--- src/design/cwst_pkg.sv ---
`default_nettype none
package cwst_pkg;

  localparam int POS_W      = 24;
  localparam int IN_W       = 21;
  localparam int STEP_W     = 14;
  localparam int SPEED_W    = 10;
  localparam int MAXSTEP_W  = 18;
  localparam int FWIDTH_W   = 14;
  localparam int MV_W       = 26;
  localparam int KEY_W      = 27;
  localparam int DIVIDEND_W = 48;
  localparam int DIVISOR_W  = 27;
  localparam int CFG_IDX_W  = 2;
  localparam int CFG_DATA_W = 18;
  localparam int LANES      = 3;
  localparam int LANE_W     = 2;

  localparam logic [POS_W-1:0]     POS_MAX     = 24'hFFFFFF;
  localparam logic [IN_W-1:0]      OUT_MAX     = 21'h1FFFFF;
  localparam logic [STEP_W-1:0]    STEP_MAX    = 14'd16383;
  localparam logic [SPEED_W-1:0]   SPEED_RST   = 10'd100;
  localparam logic [MAXSTEP_W-1:0] MAXSTEP_RST = 18'd5120;
  localparam logic [FWIDTH_W-1:0]  FWIDTH_RST  = 14'd3840;
  localparam logic [SPEED_W-1:0]   PERMILLE    = 10'd1000;
  localparam logic [STEP_W-1:0]    LIMIT_XY    = 14'd3;
  localparam logic [STEP_W-1:0]    LIMIT_W     = 14'd2;

  // axis indexes
  localparam logic [LANE_W-1:0] AXIS_X = 2'd0;
  localparam logic [LANE_W-1:0] AXIS_Y = 2'd1;
  localparam logic [LANE_W-1:0] AXIS_W = 2'd2;

  // configuration register indexes
  localparam logic [CFG_IDX_W-1:0] REG_SPEED    = 2'd0;
  localparam logic [CFG_IDX_W-1:0] REG_MAX_STEP = 2'd1;
  localparam logic [CFG_IDX_W-1:0] REG_FRAME_W  = 2'd2;

  typedef logic [3:0] op_t;

  localparam op_t OP_NONE          = 4'd0;
  localparam op_t OP_LOAD          = 4'd1;
  localparam op_t OP_DIV_PATH      = 4'd2;
  localparam op_t OP_DMAX          = 4'd3;
  localparam op_t OP_DIV_EXTRA     = 4'd4;
  localparam op_t OP_ZERO_EXTRA    = 4'd5;
  localparam op_t OP_WORK_FROM_CUR = 4'd6;
  localparam op_t OP_DIV_MV        = 4'd7;
  localparam op_t OP_KEY           = 4'd8;
  localparam op_t OP_DIV_STEP      = 4'd9;
  localparam op_t OP_CUR_FROM_WORK = 4'd10;
  localparam op_t OP_ST_INIT       = 4'd11;
  localparam op_t OP_ST_AFTER      = 4'd12;
  localparam op_t OP_ST_DONE       = 4'd13;
  localparam op_t OP_SET_CAP       = 4'd14;
  localparam op_t OP_FINISH        = 4'd15;

  typedef struct packed {
    op_t               op;
    logic [LANE_W-1:0] sel;
  } cmd_t;

  typedef struct packed {
    logic div_done;
    logic dmax_zero;
    logic loop_go;
    logic ps_eq;
    logic out_busy;
  } status_t;

endpackage
`default_nettype wire

--- src/design/cwst_ctrl.sv ---
`default_nettype none
module cwst_ctrl #(
  parameter int MAX_REFINE = 64
) (
  input  wire logic               clk,
  input  wire logic               rst,
  input  wire logic               in_valid,
  output logic                    in_ready,
  input  wire cwst_pkg::status_t  status,
  output cwst_pkg::cmd_t          cmd
);

  localparam int NW = $clog2(MAX_REFINE + 1);

  localparam logic [4:0] S_IDLE     = 5'd0;
  localparam logic [4:0] S_PATH     = 5'd1;
  localparam logic [4:0] S_PATH_W   = 5'd2;
  localparam logic [4:0] S_DMAX     = 5'd3;
  localparam logic [4:0] S_EXT      = 5'd4;
  localparam logic [4:0] S_EXT_W    = 5'd5;
  localparam logic [4:0] S_MAIN     = 5'd6;
  localparam logic [4:0] S_MV       = 5'd7;
  localparam logic [4:0] S_MV_W     = 5'd8;
  localparam logic [4:0] S_KEY      = 5'd9;
  localparam logic [4:0] S_STEP     = 5'd10;
  localparam logic [4:0] S_STEP_W   = 5'd11;
  localparam logic [4:0] S_MAIN_END = 5'd12;
  localparam logic [4:0] S_ST_INIT  = 5'd13;
  localparam logic [4:0] S_ST_TEST  = 5'd14;
  localparam logic [4:0] S_AFTER    = 5'd15;
  localparam logic [4:0] S_ST_DONE  = 5'd16;
  localparam logic [4:0] S_FINAL    = 5'd17;

  logic [4:0]                    state, state_next;
  logic [cwst_pkg::LANE_W-1:0]   lane, lane_next;
  logic [cwst_pkg::LANE_W-1:0]   axis, axis_next;
  logic                          ret_main, ret_main_next;
  logic [NW-1:0]                 n, n_next;
  logic                          lane_phase;

  assign in_ready   = state == S_IDLE;
  // lane-by-lane phases address through lane, stabilization through axis
  assign lane_phase = (state == S_EXT) || (state == S_EXT_W) || (state == S_MV) ||
                      (state == S_MV_W) || (state == S_STEP) || (state == S_STEP_W);
  assign cmd.sel    = lane_phase ? lane : axis;

  always_comb begin
    state_next    = state;
    lane_next     = lane;
    axis_next     = axis;
    ret_main_next = ret_main;
    n_next        = n;
    cmd.op        = cwst_pkg::OP_NONE;
    unique case (state)
      S_IDLE: begin
        if (in_valid) begin
          cmd.op     = cwst_pkg::OP_LOAD;
          state_next = S_PATH;
        end
      end
      S_PATH: begin
        cmd.op     = cwst_pkg::OP_DIV_PATH;
        state_next = S_PATH_W;
      end
      S_PATH_W: if (status.div_done) state_next = S_DMAX;
      S_DMAX: begin
        cmd.op     = cwst_pkg::OP_DMAX;
        lane_next  = cwst_pkg::AXIS_X;
        state_next = S_EXT;
      end
      S_EXT: begin
        if (status.dmax_zero) begin
          cmd.op     = cwst_pkg::OP_ZERO_EXTRA;
          state_next = S_MAIN;
        end else begin
          cmd.op     = cwst_pkg::OP_DIV_EXTRA;
          state_next = S_EXT_W;
        end
      end
      S_EXT_W: begin
        if (status.div_done) begin
          if (lane == cwst_pkg::AXIS_W) begin
            state_next = S_MAIN;
          end else begin
            lane_next  = lane + 2'd1;
            state_next = S_EXT;
          end
        end
      end
      S_MAIN: begin
        cmd.op        = cwst_pkg::OP_WORK_FROM_CUR;
        ret_main_next = 1'b1;
        lane_next     = cwst_pkg::AXIS_X;
        state_next    = S_MV;
      end
      S_MV: begin
        cmd.op     = cwst_pkg::OP_DIV_MV;
        state_next = S_MV_W;
      end
      S_MV_W: begin
        if (status.div_done) begin
          if (lane == cwst_pkg::AXIS_W) begin
            lane_next  = cwst_pkg::AXIS_X;
            state_next = S_KEY;
          end else begin
            lane_next  = lane + 2'd1;
            state_next = S_MV;
          end
        end
      end
      S_KEY: begin
        cmd.op     = cwst_pkg::OP_KEY;
        state_next = S_STEP;
      end
      S_STEP: begin
        cmd.op     = cwst_pkg::OP_DIV_STEP;
        state_next = S_STEP_W;
      end
      S_STEP_W: begin
        if (status.div_done) begin
          if (lane == cwst_pkg::AXIS_W) begin
            state_next = ret_main ? S_MAIN_END : S_AFTER;
          end else begin
            lane_next  = lane + 2'd1;
            state_next = S_STEP;
          end
        end
      end
      S_MAIN_END: begin
        cmd.op     = cwst_pkg::OP_CUR_FROM_WORK;
        axis_next  = cwst_pkg::AXIS_X;
        state_next = S_ST_INIT;
      end
      S_ST_INIT: begin
        cmd.op     = cwst_pkg::OP_ST_INIT;
        n_next     = '0;
        state_next = S_ST_TEST;
      end
      S_ST_TEST: begin
        priority if (!status.loop_go) begin
          state_next = S_ST_DONE;
        end else if (n >= NW'(MAX_REFINE)) begin
          cmd.op     = cwst_pkg::OP_SET_CAP;
          state_next = S_ST_DONE;
        end else begin
          n_next        = n + NW'(1);
          lane_next     = cwst_pkg::AXIS_X;
          ret_main_next = 1'b0;
          state_next    = S_MV;
        end
      end
      S_AFTER: begin
        cmd.op     = cwst_pkg::OP_ST_AFTER;
        state_next = status.ps_eq ? S_ST_DONE : S_ST_TEST;
      end
      S_ST_DONE: begin
        cmd.op = cwst_pkg::OP_ST_DONE;
        if (axis == cwst_pkg::AXIS_W) begin
          state_next = S_FINAL;
        end else begin
          axis_next  = axis + 2'd1;
          state_next = S_ST_INIT;
        end
      end
      S_FINAL: begin
        if (!status.out_busy) begin
          cmd.op     = cwst_pkg::OP_FINISH;
          state_next = S_IDLE;
        end
      end
      default: state_next = S_IDLE;
    endcase
  end

  always_ff @(posedge clk) begin
    if (rst) begin
      state    <= S_IDLE;
      lane     <= '0;
      axis     <= '0;
      ret_main <= 1'b0;
      n        <= '0;
    end else begin
      state    <= state_next;
      lane     <= lane_next;
      axis     <= axis_next;
      ret_main <= ret_main_next;
      n        <= n_next;
    end
  end

endmodule
`default_nettype wire

--- config.mk ---
export PLATFORM = sky130hd
export DESIGN_NAME = cwst_ctrl
export DESIGN_NICKNAME = d
export VERILOG_FILES = /design/src/design/cwst_pkg.sv /design/src/design/cwst_ctrl.sv
export SDC_FILE = /design/constraint.sdc
export NUM_CORES = 1
export LEC_CHECK = 0
export CORE_MARGIN = 5
export CORE_UTILIZATION = 57
export CTS_CLUSTER_DIAMETER = 200
export DETAILED_ROUTE_END_ITERATION = 16
export DONT_BUFFER_PORTS = 1
export PLACE_DENSITY = 0.78
export RECOVER_POWER = 25
export SYNTH_ARGS = -nofsm -noshare
export SYNTH_HDL_FRONTEND = slang
export SYNTH_SLANG_ARGS = --single-unit
--- constraint.sdc ---
create_clock -name clk -period 1.5 [get_ports clk]
set_input_delay 0.075 -clock clk [delete_from_list [all_inputs] [get_ports clk]]
set_output_delay 0.075 -clock clk [all_outputs]
set_load 0.01 [all_outputs]
==> flow_summary_export.csv <==
group,metric,value,unit
run,maxCapViolations,0,
cts,clk_pin_slew,0.11,ns
detailed_routing,routed_wl,7.119,mm
yosys,syn-instance-count,213,
final_layout,nets,283,
detailed_routing,via_per_inst,7.198,
detailed_routing,wire_per_inst,23.89,um
critical_path,reg2reg_slack,-0.45,ns
worst_hold_path,hold_class,"input pin to flop",
yosys,synth_compound_area_frac,0.2610,
final_layout,fin_util,0.9334,
critical_path,slowest_stage,"dfxtp_4",
grt,track_usage,0.3250,
placed_design,gp_congestion,0.9793,
pwr,power.density,1196,nW/um2
yosys,synth-async-reset-ratio,0,
detailed_routing,ant_nets,0,
floorplanning,core,2500,um2
sta,fmax,512.3,MHz
critical_path,cp_max_fo,7,
final_layout,seq_area,356.6,um2
floorplanning,chipWidth,61.39,um
sta,setup_slack,-0.4520,ns
floorplanning,row_count,18,
floorplanning,initial_utilization,0.6021,
detailed_routing,dr.pass1.iters,6,
yosys,synth.distinct_cells,53,
critical_path,start_kind,"flop",
cts,clkLatencyLatePin,0.31,ns
grt,grt_antenna_before_repair,0,
cts,h-tree-depth,1,
final_layout,drive_gt1_frac,0.4366,
cts,cts_root_buf,"clkbuf_4",
final_layout,layout_common_cells,"buf_4 (49), nor2_1 (23), dfxtp_1 (12), a21oi_1 (10), buf_6 (10)",
placed_design,portBuffers,0,
yosys,ys_seq_area_frac,0.2261,
yosys,ys_ff_latch,17,
cts,cts_tree,"done",
yosys,synth-edff-count,0,
grt,grt_max_degree,15,
floorplanning,io-pin-count,15,
floorplanning,dieArea,3768,um2
placed_design,place_hpwl,3.833,mm
final_layout,num-fill-cells,85,
pwr,irDropWorstVdd,0.001206,V
yosys,synth_top_family_by_area,"simple AND/OR/NAND/NOR gates",
yosys,synthMuxAreaShare,0.03408,
critical_path,worst-path-buf-inv,1,
sta,grt_setup_unrepaired,"true",
yosys,synth_flop_cell,"dfxtp_1",
cts,cts_buffer_depth,2,
yosys,synth_simple_gate_area_frac,0.3416,
sta,maxSlewViolCount,0,
sta,slew_headroom,0.5917,
sta,setup_violations,24,
critical_path,end_kind,"flop",
yosys,ys_warn_count,0,
sta,hold_viol,0,
critical_path,path_class,"flop to flop",
yosys,mappedNetlistArea,1505,um2
sta,tightest_slew,0.6104,ns
status,outcome,"complete, but fails checks",
critical_path,worstPathCellList,"clkbuf_2, and3b_1, or2_1, a311o_1, o21ai_0, o311a_1",
sta,fin_crit,1.952,ns
sta,fin_skew,0.01248,ns
yosys,syn_area_per_cell,7.067,um2
floorplanning,die_h,61.39,um
critical_path,worstPathArrival,2.20,ns
yosys,synthAdderAreaFrac,0.04988,
final_layout,multi_input_area,1305,um2
yosys,synth-xor-area-share,0.01164,
status,violations,"negative setup slack",
critical_path,required,1.74,ns
yosys,synthesis.nets,227,
grt,grt_pass1_vias,1901,
detailed_routing,vias,2145,
sta,final.period_utilization,1.301,
sta,whs,0.03740,ns
cts,cts_buffers,3,
final_layout,layout_commonest_cell,"buf_4",
grt,grt_overflow,0,
detailed_routing,drtIter0Drc,254,
critical_path,crit_family,"compound AO/OA/AOI/OAI gates",
critical_path,cp_slowest_stage_delay,0.39,ns
final_layout,syn2layout_area_growth,55.03,%
cts,cts.sinks,17,
final_layout,n_antenna_cell,0,
detailed_routing,drcViolationCount,0,
pwr,leakage,0.9539,nW
grt,grt_pass1_wl,8.956,mm
## kinds of logic after synthesis
group	Yosys count
AO/OA/AOI/OAI	60
XOR/XNOR	2
adder cells (fa/ha/maj)	6
buffers and inverters	25
flip-flops	17
multiplexers	5
AND/OR/NAND/NOR	98
## final cells by class
| type | count | area share |
|---|---|---|
| clock buffers | 4 | 0.01126 |
| inverters | 10 | 0.01609 |
| multi-input cells | 171 | 0.5592 |
| flip-flops and latches | 17 | 0.1528 |
| well taps | 30 | 0.01609 |
| repair buffers | 66 | 0.2445 |
## power breakdown
part	switching [mW]	internal (mW)	total (mW)
Sequential	0.109	0.519	0.629
Combinational	1.06	0.844	1.90
Clock	0.154	0.104	0.257
Total	1.32	1.47	2.79
## synthesized netlist by cell type (2+ instances only)
master     number  area, um2
nand4_1         2      12.51
o21ai_0        14      70.07
and2_1          2      12.51
o21ai_1         4      20.02
o2bb2ai_1       2      17.52
nor3_1          5      25.02
nand3b_1        4      30.03
and3_1          3      18.77
nor2b_1         9      56.30
dfxtp_1        17      340.3
nand2b_1        4      25.02
ha_1            6      75.07
a311o_1         2      20.02
nor2_1         26      97.59
a22oi_1         3      22.52
nor3b_1         2      15.01
a32oi_1         3      26.28
buf_2           9      45.04
a211oi_1        5      37.54
inv_1           9      33.78
clkbuf_1        3      11.26
a21oi_1        15      75.07
mux2i_1         4      40.04
a31oi_1         2      12.51
nand2_1        15      56.30
nand3_1        14      70.07
o311a_1         2      20.02
nor4_1          2      12.51
## per-layer routing
layer  wire (um)  GRT usage  up-vias
li1            -          -      881
met1        2498     0.3799      986
met2        3133     0.5544      205
met3         899    0.05870       73
met4         588     0.1879        0
met5           0          0        -
## final timing paths
kind                               start        to  depth (start not counted)
worst max-delay path            state[1]   lane[1]                          6
worst min-delay path                 rst  state[1]                          3
worst max register to register  state[1]   lane[1]                          6
worst min register to register      n[5]      n[5]                          1
## flip-flops by register name, indices dropped and copies added, names as in the netlist
| name | count |
|---|---|
| axis | 2 |
| lane | 2 |
| n | 7 |
| ret_main | 1 |
| state | 5 |
## stage by stage
| step | area, um2 | std cells | setup TNS, ns | total power [mW] | setup WS (ns) |
|---|---|---|---|---|---|
| 6_report | 2333 | 298 | -5.818 | 2.791 | -0.4520 |
| 5_1_grt | 2333 | 298 | -6.910 | 2.875 | -0.6239 |
| 4_1_cts | 2136 | 290 | -3.844 | 2.418 | -0.3324 |
| 3_5_place_dp | 1846 | 276 | -2.936 | 1.968 | -0.2695 |
| 3_3_place_gp | 1846 | 276 | -1.615 | 1.914 | -0.1533 |
| 2_1_floorplan | 1520 | 213 | -0.2340 | 1.376 | -0.04708 |
## what timing repair did
action | CTS | global route
endpoints found under the setup margin | 23 | 23
endpoints found under the hold margin | 17 | 0
pin swaps | 16 | 21
resized for setup | 47 | 37
hold buffers | 3 | 0
setup buffers | 7 | 8
## worst min-delay path: stages
cell	delay [ns]
a21oi_1	0.02
nand2_1	0.15
o21ai_1	0.07
Power figures use the tool's default switching activity.
